--- config.mk ---
export PLATFORM = sky130hd
export DESIGN_NAME = imu_binary_log_deframer_core_flat
export DESIGN_NICKNAME = d
export VERILOG_FILES = /design/src/hw/rtl/imubd_pkg.sv /design/src/hw/rtl/imubd_req_if.sv /design/src/hw/rtl/imubd_rsp_if.sv /design/src/hw/rtl/imu_binary_log_deframer_core.sv /design/src/flat_wrapper.sv
export SDC_FILE = /design/constraint.sdc
export NUM_CORES = 1
export LEC_CHECK = 0
export BUFFER_PORTS_ARGS = -buffer_cell sky130_fd_sc_hd__buf_2
export CAP_MARGIN = 10
export CELL_PAD_IN_SITES_DETAIL_PLACEMENT = 0
export CELL_PAD_IN_SITES_GLOBAL_PLACEMENT = 1
export CORE_ASPECT_RATIO = 1.4
export CORE_MARGIN = 1.5
export CORE_UTILIZATION = 26
export CTS_BUF_LIST = sky130_fd_sc_hd__clkbuf_8 sky130_fd_sc_hd__clkbuf_16
export DETAILED_ROUTE_END_ITERATION = 10
export MAX_ROUTING_LAYER = met4
export PLACE_DENSITY = 0.44
export SLEW_MARGIN = 20
export SYNTH_ARGS = -nofsm -noshare
export SYNTH_HDL_FRONTEND = slang
export SYNTH_SLANG_ARGS = --single-unit
export TNS_END_PERCENT = 50
--- constraint.sdc ---
create_clock -name clock -period 44.2 [get_ports clock]
set_clock_uncertainty 0.05 [all_clocks]
set_input_delay 2.21 -clock clock [delete_from_list [all_inputs] [get_ports clock]]
set_output_delay 2.21 -clock clock [all_outputs]
set_load 0.005 [all_outputs]
--- src/hw/rtl/imubd_pkg.sv ---
package imubd_pkg;

   // Byte stream and record widths
   localparam int BYTE_W   = 8;
   localparam int WORD32_W = 32;
   localparam int WORD64_W = 64;
   localparam int POS_W    = 6;

   // Frame layout
   localparam int BODY_LEN  = 46;
   localparam int BODY_SKIP = 6;                       // receiver week and ms, dropped
   localparam int LAST_TAP  = BODY_LEN - 2;            // last body byte held in the shift line
   localparam int TAP_DEPTH = BODY_LEN - 1 - BODY_SKIP; // bytes 6..44

   localparam logic [POS_W-1:0] BODY_LAST_POS = POS_W'(BODY_LEN - 1);
   localparam logic [POS_W-1:0] HEAD_LEN_POS  = POS_W'(0);
   localparam logic [POS_W-1:0] HEAD_IDLO_POS = POS_W'(1);
   localparam logic [POS_W-1:0] HEAD_IDHI_POS = POS_W'(2);

   localparam logic [23:0] SYNC_PATTERN = 24'hAA4413;
   localparam logic [15:0] ID_SHORT     = 16'd325;
   localparam logic [15:0] ID_LONG      = 16'd1462;

   localparam logic KIND_SHORT = 1'b0;
   localparam logic KIND_LONG  = 1'b1;

   typedef enum logic [1:0] {
      PH_HUNT = 2'd0,
      PH_HEAD = 2'd1,
      PH_BODY = 2'd2
   } phase_type;

endpackage

--- src/hw/rtl/imubd_req_if.sv ---
interface imubd_req_if;
   import imubd_pkg::*;

   logic              valid;
   logic              ready;
   logic [BYTE_W-1:0] in_byte;

   modport source (output valid, output in_byte, input ready);
   modport sink   (input valid, input in_byte, output ready);

endinterface

--- src/hw/rtl/imubd_rsp_if.sv ---
interface imubd_rsp_if;
   import imubd_pkg::*;

   logic                       valid;
   logic                       ready;
   logic                       msg_kind;
   logic [BYTE_W-1:0]          imu_info;
   logic [BYTE_W-1:0]          imu_type;
   logic [WORD32_W-1:0]        gnss_week;
   logic [WORD64_W-1:0]        gnss_seconds_bits;
   logic [WORD32_W-1:0]        imu_status;
   logic signed [WORD32_W-1:0] accel_z;
   logic signed [WORD32_W-1:0] accel_neg_y;
   logic signed [WORD32_W-1:0] accel_x;
   logic signed [WORD32_W-1:0] gyro_z;
   logic signed [WORD32_W-1:0] gyro_neg_y;
   logic signed [WORD32_W-1:0] gyro_x;

   modport source (
      output valid, output msg_kind, output imu_info, output imu_type,
      output gnss_week, output gnss_seconds_bits, output imu_status,
      output accel_z, output accel_neg_y, output accel_x,
      output gyro_z, output gyro_neg_y, output gyro_x,
      input  ready
   );
   modport sink (
      input  valid, input msg_kind, input imu_info, input imu_type,
      input  gnss_week, input gnss_seconds_bits, input imu_status,
      input  accel_z, input accel_neg_y, input accel_x,
      input  gyro_z, input gyro_neg_y, input gyro_x,
      output ready
   );

endinterface

--- src/hw/rtl/imu_binary_log_deframer_core.sv ---
// Raw IMU binary log deframer.
// req_ch takes one log byte per word. The core hunts for the sync bytes
// AA 44 13, skips the header length byte, reads the little-endian message ID
// and, for ID 325 (short) or ID 1462 (extended), collects the 46-byte body.
// rsp_ch then carries one record of raw IMU fields; other IDs and all
// non-body bytes produce nothing.
// Throughput: one byte per cycle while req_ch.ready is high, set by the single
// compare-and-shift pass between the byte input and the record register.
// The record appears on rsp_ch in the cycle after the last body byte
// is accepted.
// Stalls: one output register decouples the channels. req_ch.ready stays
// high while that register is empty or being drained, so bytes keep flowing
// while a record is taken; req_ch.ready drops only while a record is held and
// rsp_ch.ready is low.
// Reset (synchronous, active high): back to hunting with a cleared sync
// window and no record pending; usable on the next cycle.
module imu_binary_log_deframer_core (
   input  logic        clock,
   input  logic        reset,
   imubd_req_if.sink   req_ch,
   imubd_rsp_if.source rsp_ch
);
   import imubd_pkg::*;

   // Control state
   phase_type          phase_ff, phase_in;
   logic [POS_W-1:0]   pos_ff, pos_in;
   logic [23:0]        sync_ff, sync_in;
   logic [BYTE_W-1:0]  id_lo_ff, id_lo_in;
   logic               kind_ff, kind_in;
   logic               rsp_valid_ff, rsp_valid_in;

   // Body shift line, newest byte at tap 0
   logic [BYTE_W-1:0]  body_sh_ff [TAP_DEPTH];
   logic [BYTE_W-1:0]  body_sh_in [TAP_DEPTH];
   logic [BYTE_W-1:0]  bb [BODY_SKIP:BODY_LEN-1];

   // Record register
   logic                       kind_out_ff;
   logic [BYTE_W-1:0]          info_ff, type_ff;
   logic [WORD32_W-1:0]        week_ff, status_ff;
   logic [WORD64_W-1:0]        secs_ff;
   logic signed [WORD32_W-1:0] az_ff, ay_ff, ax_ff, gz_ff, gy_ff, gx_ff;

   logic               accept;
   logic [BYTE_W-1:0]  in_b;
   logic [23:0]        sync_shift;
   logic [15:0]        id_full;
   logic               id_known;
   logic               body_done;

   assign req_ch.ready = !rsp_valid_ff || rsp_ch.ready;
   assign accept       = req_ch.valid && req_ch.ready;
   assign in_b         = req_ch.in_byte;
   assign sync_shift   = {sync_ff[15:0], in_b};
   assign id_full      = {in_b, id_lo_ff};
   assign id_known     = (id_full == ID_SHORT) || (id_full == ID_LONG);
   assign body_done    = accept && (phase_ff == PH_BODY) && (pos_ff == BODY_LAST_POS);

   // Map body byte numbers onto shift line taps; the last byte is the live input
   for (genvar k = BODY_SKIP; k < BODY_LEN - 1; k++) begin : g_taps
      assign bb[k] = body_sh_ff[LAST_TAP - k];
   end
   assign bb[BODY_LEN-1] = in_b;

   // Next phase
   always_comb begin
      phase_in = phase_ff;
      if (accept) begin
         case (phase_ff)
            PH_HEAD: begin
               if (pos_ff == HEAD_IDHI_POS) begin
                  phase_in = id_known ? PH_BODY : PH_HUNT;
               end
            end
            PH_BODY: begin
               if (pos_ff == BODY_LAST_POS) begin
                  phase_in = PH_HUNT;
               end
            end
            default: begin
               phase_in = (sync_shift == SYNC_PATTERN) ? PH_HEAD : PH_HUNT;
            end
         endcase
      end
   end

   // Position, window, ID and body capture
   always_comb begin
      pos_in     = pos_ff;
      sync_in    = sync_ff;
      id_lo_in   = id_lo_ff;
      kind_in    = kind_ff;
      body_sh_in = body_sh_ff;
      if (accept) begin
         case (phase_ff)
            PH_HEAD: begin
               if (pos_ff == HEAD_LEN_POS) begin
                  pos_in = HEAD_IDLO_POS;
               end else if (pos_ff == HEAD_IDLO_POS) begin
                  id_lo_in = in_b;
                  pos_in   = HEAD_IDHI_POS;
               end else begin
                  pos_in = '0;
                  if (id_full == ID_SHORT) begin
                     kind_in = KIND_SHORT;
                  end else if (id_full == ID_LONG) begin
                     kind_in = KIND_LONG;
                  end
               end
            end
            PH_BODY: begin
               pos_in        = (pos_ff == BODY_LAST_POS) ? '0 : pos_ff + POS_W'(1);
               body_sh_in[0] = in_b;
               for (int i = 1; i < TAP_DEPTH; i++) begin
                  body_sh_in[i] = body_sh_ff[i-1];
               end
            end
            default: begin
               sync_in = sync_shift;
               pos_in  = '0;
            end
         endcase
      end
   end

   // Output valid: set on a finished body, clear once taken
   always_comb begin
      rsp_valid_in = rsp_valid_ff;
      if (body_done) begin
         rsp_valid_in = 1'b1;
      end else if (rsp_ch.ready) begin
         rsp_valid_in = 1'b0;
      end
   end

   always_ff @(posedge clock) begin
      if (reset) begin
         phase_ff     <= PH_HUNT;
         pos_ff       <= '0;
         sync_ff      <= '0;
         id_lo_ff     <= '0;
         kind_ff      <= KIND_SHORT;
         rsp_valid_ff <= 1'b0;
      end else begin
         phase_ff     <= phase_in;
         pos_ff       <= pos_in;
         sync_ff      <= sync_in;
         id_lo_ff     <= id_lo_in;
         kind_ff      <= kind_in;
         rsp_valid_ff <= rsp_valid_in;
      end
   end

   always_ff @(posedge clock) begin
      body_sh_ff <= body_sh_in;
   end

   // Load the record register on the last body byte
   always_ff @(posedge clock) begin
      if (body_done) begin
         kind_out_ff <= kind_ff;
         if (kind_ff == KIND_LONG) begin
            info_ff <= bb[6];
            type_ff <= bb[7];
            week_ff <= {16'h0000, bb[9], bb[8]};
         end else begin
            info_ff <= '0;
            type_ff <= '0;
            week_ff <= {bb[9], bb[8], bb[7], bb[6]};
         end
         secs_ff   <= {bb[17], bb[16], bb[15], bb[14], bb[13], bb[12], bb[11], bb[10]};
         status_ff <= {bb[21], bb[20], bb[19], bb[18]};
         az_ff     <= {bb[25], bb[24], bb[23], bb[22]};
         ay_ff     <= {bb[29], bb[28], bb[27], bb[26]};
         ax_ff     <= {bb[33], bb[32], bb[31], bb[30]};
         gz_ff     <= {bb[37], bb[36], bb[35], bb[34]};
         gy_ff     <= {bb[41], bb[40], bb[39], bb[38]};
         gx_ff     <= {bb[45], bb[44], bb[43], bb[42]};
      end
   end

   assign rsp_ch.valid             = rsp_valid_ff;
   assign rsp_ch.msg_kind          = kind_out_ff;
   assign rsp_ch.imu_info          = info_ff;
   assign rsp_ch.imu_type          = type_ff;
   assign rsp_ch.gnss_week         = week_ff;
   assign rsp_ch.gnss_seconds_bits = secs_ff;
   assign rsp_ch.imu_status        = status_ff;
   assign rsp_ch.accel_z           = az_ff;
   assign rsp_ch.accel_neg_y       = ay_ff;
   assign rsp_ch.accel_x           = ax_ff;
   assign rsp_ch.gyro_z            = gz_ff;
   assign rsp_ch.gyro_neg_y        = gy_ff;
   assign rsp_ch.gyro_x            = gx_ff;

`ifndef SYNTHESIS
   // Position stays inside the frame region of each phase
   a_pos_range: assert property (@(posedge clock) disable iff (reset)
      ((phase_ff != PH_HEAD) || (pos_ff <= HEAD_IDHI_POS)) &&
      ((phase_ff != PH_BODY) || (pos_ff <= BODY_LAST_POS)) &&
      ((phase_ff != PH_HUNT) || (pos_ff == '0)))
      else $error("byte position out of range for phase");

   // Header is entered only with the sync pattern in the window
   a_head_sync: assert property (@(posedge clock) disable iff (reset)
      (phase_ff == PH_HEAD) |-> (sync_ff == SYNC_PATTERN))
      else $error("header phase without sync pattern");

   // A record appears only after the last body byte
   a_rsp_source: assert property (@(posedge clock) disable iff (reset)
      $rose(rsp_valid_ff) |-> ($past(phase_ff) == PH_BODY) && ($past(pos_ff) == BODY_LAST_POS))
      else $error("record raised outside body completion");

   // A finished body always leaves the parser hunting with a record pending
   a_done_hunt: assert property (@(posedge clock) disable iff (reset)
      body_done |=> (phase_ff == PH_HUNT) && rsp_valid_ff)
      else $error("body completion did not return to hunting");
`endif

endmodule

--- src/flat_wrapper.sv ---
// flat-port wrapper written by rule: the top's interface ports become plain ports
module imu_binary_log_deframer_core_flat import imubd_pkg::*;
  (clock, reset, req_ch_valid, req_ch_in_byte, req_ch_ready, rsp_ch_valid, rsp_ch_msg_kind, rsp_ch_imu_info, rsp_ch_imu_type, rsp_ch_gnss_week, rsp_ch_gnss_seconds_bits, rsp_ch_imu_status, rsp_ch_accel_z, rsp_ch_accel_neg_y, rsp_ch_accel_x, rsp_ch_gyro_z, rsp_ch_gyro_neg_y, rsp_ch_gyro_x, rsp_ch_ready);
  imubd_req_if req_ch_i ();
  imubd_rsp_if rsp_ch_i ();
  input  logic clock;
  input  logic reset;
  input wire logic [$bits(req_ch_i.valid)-1:0] req_ch_valid;
  input wire logic [$bits(req_ch_i.in_byte)-1:0] req_ch_in_byte;
  output wire logic [$bits(req_ch_i.ready)-1:0] req_ch_ready;
  output wire logic [$bits(rsp_ch_i.valid)-1:0] rsp_ch_valid;
  output wire logic [$bits(rsp_ch_i.msg_kind)-1:0] rsp_ch_msg_kind;
  output wire logic [$bits(rsp_ch_i.imu_info)-1:0] rsp_ch_imu_info;
  output wire logic [$bits(rsp_ch_i.imu_type)-1:0] rsp_ch_imu_type;
  output wire logic [$bits(rsp_ch_i.gnss_week)-1:0] rsp_ch_gnss_week;
  output wire logic [$bits(rsp_ch_i.gnss_seconds_bits)-1:0] rsp_ch_gnss_seconds_bits;
  output wire logic [$bits(rsp_ch_i.imu_status)-1:0] rsp_ch_imu_status;
  output wire logic [$bits(rsp_ch_i.accel_z)-1:0] rsp_ch_accel_z;
  output wire logic [$bits(rsp_ch_i.accel_neg_y)-1:0] rsp_ch_accel_neg_y;
  output wire logic [$bits(rsp_ch_i.accel_x)-1:0] rsp_ch_accel_x;
  output wire logic [$bits(rsp_ch_i.gyro_z)-1:0] rsp_ch_gyro_z;
  output wire logic [$bits(rsp_ch_i.gyro_neg_y)-1:0] rsp_ch_gyro_neg_y;
  output wire logic [$bits(rsp_ch_i.gyro_x)-1:0] rsp_ch_gyro_x;
  input wire logic [$bits(rsp_ch_i.ready)-1:0] rsp_ch_ready;
  assign req_ch_i.valid = req_ch_valid;
  assign req_ch_i.in_byte = req_ch_in_byte;
  assign req_ch_ready = req_ch_i.ready;
  assign rsp_ch_valid = rsp_ch_i.valid;
  assign rsp_ch_msg_kind = rsp_ch_i.msg_kind;
  assign rsp_ch_imu_info = rsp_ch_i.imu_info;
  assign rsp_ch_imu_type = rsp_ch_i.imu_type;
  assign rsp_ch_gnss_week = rsp_ch_i.gnss_week;
  assign rsp_ch_gnss_seconds_bits = rsp_ch_i.gnss_seconds_bits;
  assign rsp_ch_imu_status = rsp_ch_i.imu_status;
  assign rsp_ch_accel_z = rsp_ch_i.accel_z;
  assign rsp_ch_accel_neg_y = rsp_ch_i.accel_neg_y;
  assign rsp_ch_accel_x = rsp_ch_i.accel_x;
  assign rsp_ch_gyro_z = rsp_ch_i.gyro_z;
  assign rsp_ch_gyro_neg_y = rsp_ch_i.gyro_neg_y;
  assign rsp_ch_gyro_x = rsp_ch_i.gyro_x;
  assign rsp_ch_i.ready = rsp_ch_ready;
  imu_binary_log_deframer_core u_core (.clock(clock), .reset(reset), .req_ch(req_ch_i), .rsp_ch(rsp_ch_i));
endmodule
==> results.tsv <==
stage	metric	value	unit
hold_path	hp-class	reg2reg	
global_routing	grt_start_max_net_pins	173	
sta	max_slew_margin	-0.800	%
drt	viasPerCell	3.94	
critical_path	start_kind	primary input	
synth	netlist-cell-type-count	39	
floorplanning	dieArea	84500	µm²
synth	dominantRegCellSynth	edfxtp_1	
critical_path	critPathKind	in2out	
synth	syn_area	21500	µm²
cts	cts-htree-levels	3	
global_routing	grt_remaining_overflow	0	
sta	setup_viol_count_final	0	
floorplanning	io_pins	351	
cts	cts_buffers	71	
sta	rsz0062_at_grt	false	
pwr	clkPwrFrac	44.5	%
layout	fill_cells	7872	
synth	synth_top_area_cell	edfxtp_1	
pwr	p_switching	250	µW
cts	cts.clk_slew.worst_paths	0.06	ns
drt	drt-wirelength-per-cell	18.4	µm
synth	ys_seq_area_share	93.7	%
critical_path	worstPathArrival	2.70	ns
synth	synth_fa_ha_area_share	0.349	%
cts	holdBufCountCts	0	
run	max_cap_violations	0	
outcome	violations	slew limit	
drt	dr.first_iter.drc_count	574	
synth	syn-mean-instance-area	24.3	µm²
layout	design_area	26800	µm²
critical_path	endpoint_kind	primary output	
synth	synth_area_leaders	edfxtp_1, dfxtp_1, mux2i_1, mux2_2, nor2_1	
sta	max_freq	0.202	GHz
synth	syn-num-nets	905	
pwr	power_frac_seq	55.2	%
synth	synth_simple_gate_area_share	2.98	%
pwr	power_frac_comb	0.3	%
synth	synth-compound-area-share	0.849	%
critical_path	critPathMaxFanout	7	
synth	yosys_register_bits	683	
sta	hold_slack	0.379	ns
layout	final_nets	1322	
place	place_congestion	0.705	
sta	setup_tns	0	ns
floorplanning	die_h	343	µm
cts	clockBufferDepth	3	
pwr	swShare	19.8	%
global_routing	grt_pass1_vias	9913	
sta	finalCritPeriodShare	11.2	%
synth	synthCells	887	
floorplanning	rows	124	
drt	drt_wl_total	44700	µm
pwr	cellInternalPower	1020	µW
global_routing	grt_usage	10.7	%
synth	yosysWarningCount	0	
layout	diodes	0	
layout	largest_reg_flops	312	
global_routing	grt_pass1_wl	65200	µm
place	hpwl	27800	µm
floorplanning	die_width	246	µm
synth	synth_top_family_by_area	simple AND/OR/NAND/NOR gates	
synth	synth_top_cell_area_share	90.6	%
cts	clk_latency	0.61	ns
place	placed_cell_area	24600	µm²
cts	cts_root_buffer	clkbuf_16	
cts	cts_tree	yes	
synth	ys_async_sr_fraction	0	%
synth	yosys.area_share.xor_xnor	0	%
synth	synth_edf_count	649	
synth	synthMuxAreaShare	1.72	%
drt	drtAntennaViolNets	0	
pwr	peakVddDrop	26.0	µV
pwr	powerDensity	47.2	nW/µm²
sta	finalHoldViolCount	0	
sta	maxSlewViolCount	28	
global_routing	antenna_found_initial	0	
floorplanning	initial_core_util	26.3	%
drt	drc_errors	0	
drt	drtPass1Iterations	8	
layout	area_delta_synth_final	24.6	%
outcome	outcome	finished, violations left	
layout	layout-drive-gt1-share	35.0	%
place	portBuffers	350	
sta	tightest_slew	1.51	ns
floorplanning	core	81800	µm²
critical_path	cp.required	41.94	ns
drt	vias	9563	
cts	cts_sinks	683	
cts	post_cts_resized	0	
sta	period_needed	4.96	ns
pwr	p_leak	0.00906	µW
cts	postCtsSetupRepairBufs	0	
[kinds of logic after synthesis]
family,count (synthesis)
simple gates,117
mux,35
compound gates,25
flops,683
fa+ha+maj,6
buf+inv,21
[routing by layer]
metal / share of wire [%] / global-route usage, %
met2: 46 / 16.1
met1: 41 / 12.7
met5: 0 / -
met3: 11 / 4.71
met4: 2.2 / 3.71
[area by class of cell]
class	count	area, µm²	area share (%)
clock buffers	72	1800	6.72
clock inverters	54	373	1.39
inverters	8	37.5	0.140
multi-input cells	183	1270	4.75
flip-flops and latches	683	20200	75.2
well taps	1071	1340	5.00
repair buffers	357	1820	6.78
[synth_stat cells, drive strengths merged (4+ instances only)]
cell and number:
edfxtp 649, dfxtp 34, nor2 29, mux2i 19, nand2 18, and2 17
nor2b 17, mux2 16, nand3 13, a21oi 12, clkbuf 9, inv 8
ha 6, buf 4
[power groups by stage]
stage	Combinational (µW)	Clock (µW)	Sequential (µW)
global route	4.60	610	698
CTS	4.32	588	698
global placement	4.31	0	712
detailed placement	4.31	0	712
finish	4.16	563	699
floorplan	2.44	0	712
[worst paths after layout]
check | from | slack, ns | cells after the start | endpoint
max | rsp_ch_ready | 39.24 | 3 | req_ch_ready
max reg2reg | u_core.phase_ff[0] | 40.92 | 6 | u_core.rsp_ch.gnss_seconds_bits[0]
min reg2reg | u_core.bb[132] | 0.38 | 0 | u_core.rsp_ch.accel_neg_y[28]
min | u_core.bb[132] | 0.38 | 0 | u_core.rsp_ch.accel_neg_y[28]
[through the flow]
step / cells / setup slack (ns) / total power (µW) / util (%)
floorplan: 887 / 26.46 / 715 / -
global route: 2428 / 39.20 / 1310 / 32.8
CTS: 2428 / 39.24 / 1290 / 32.8
finish: 2428 / 39.24 / 1270 / 32.8
detailed placement: 2302 / 38.98 / 717 / 30.1
global placement: 2302 / 39.05 / 717 / 30.1
[critical path: stages]
cell,delay [ns]
buf_2,0.09
nand2b_1,0.22
buf_2,0.18
[cell usage in the layout, fill, tap and decap left out, types with 3 or more instances in the layout]
master     count
a21oi_1       12
inv_6          4
a22oi_1        3
ha_1           6
and2_1        16
clkbuf_16     72
nand4_1        3
buf_2        350
dfxtp_1       33
nand2_1       18
inv_1         26
nor2_1        29
edfxtp_1     649
nand3_1       13
clkinv_2       9
buf_4          6
mux2_2        16
clkinv_1      13
bufinv_16      3
nor2b_1       17
mux2i_1       19
nor4bb_1       3
Power figures use the tool's default switching activity.
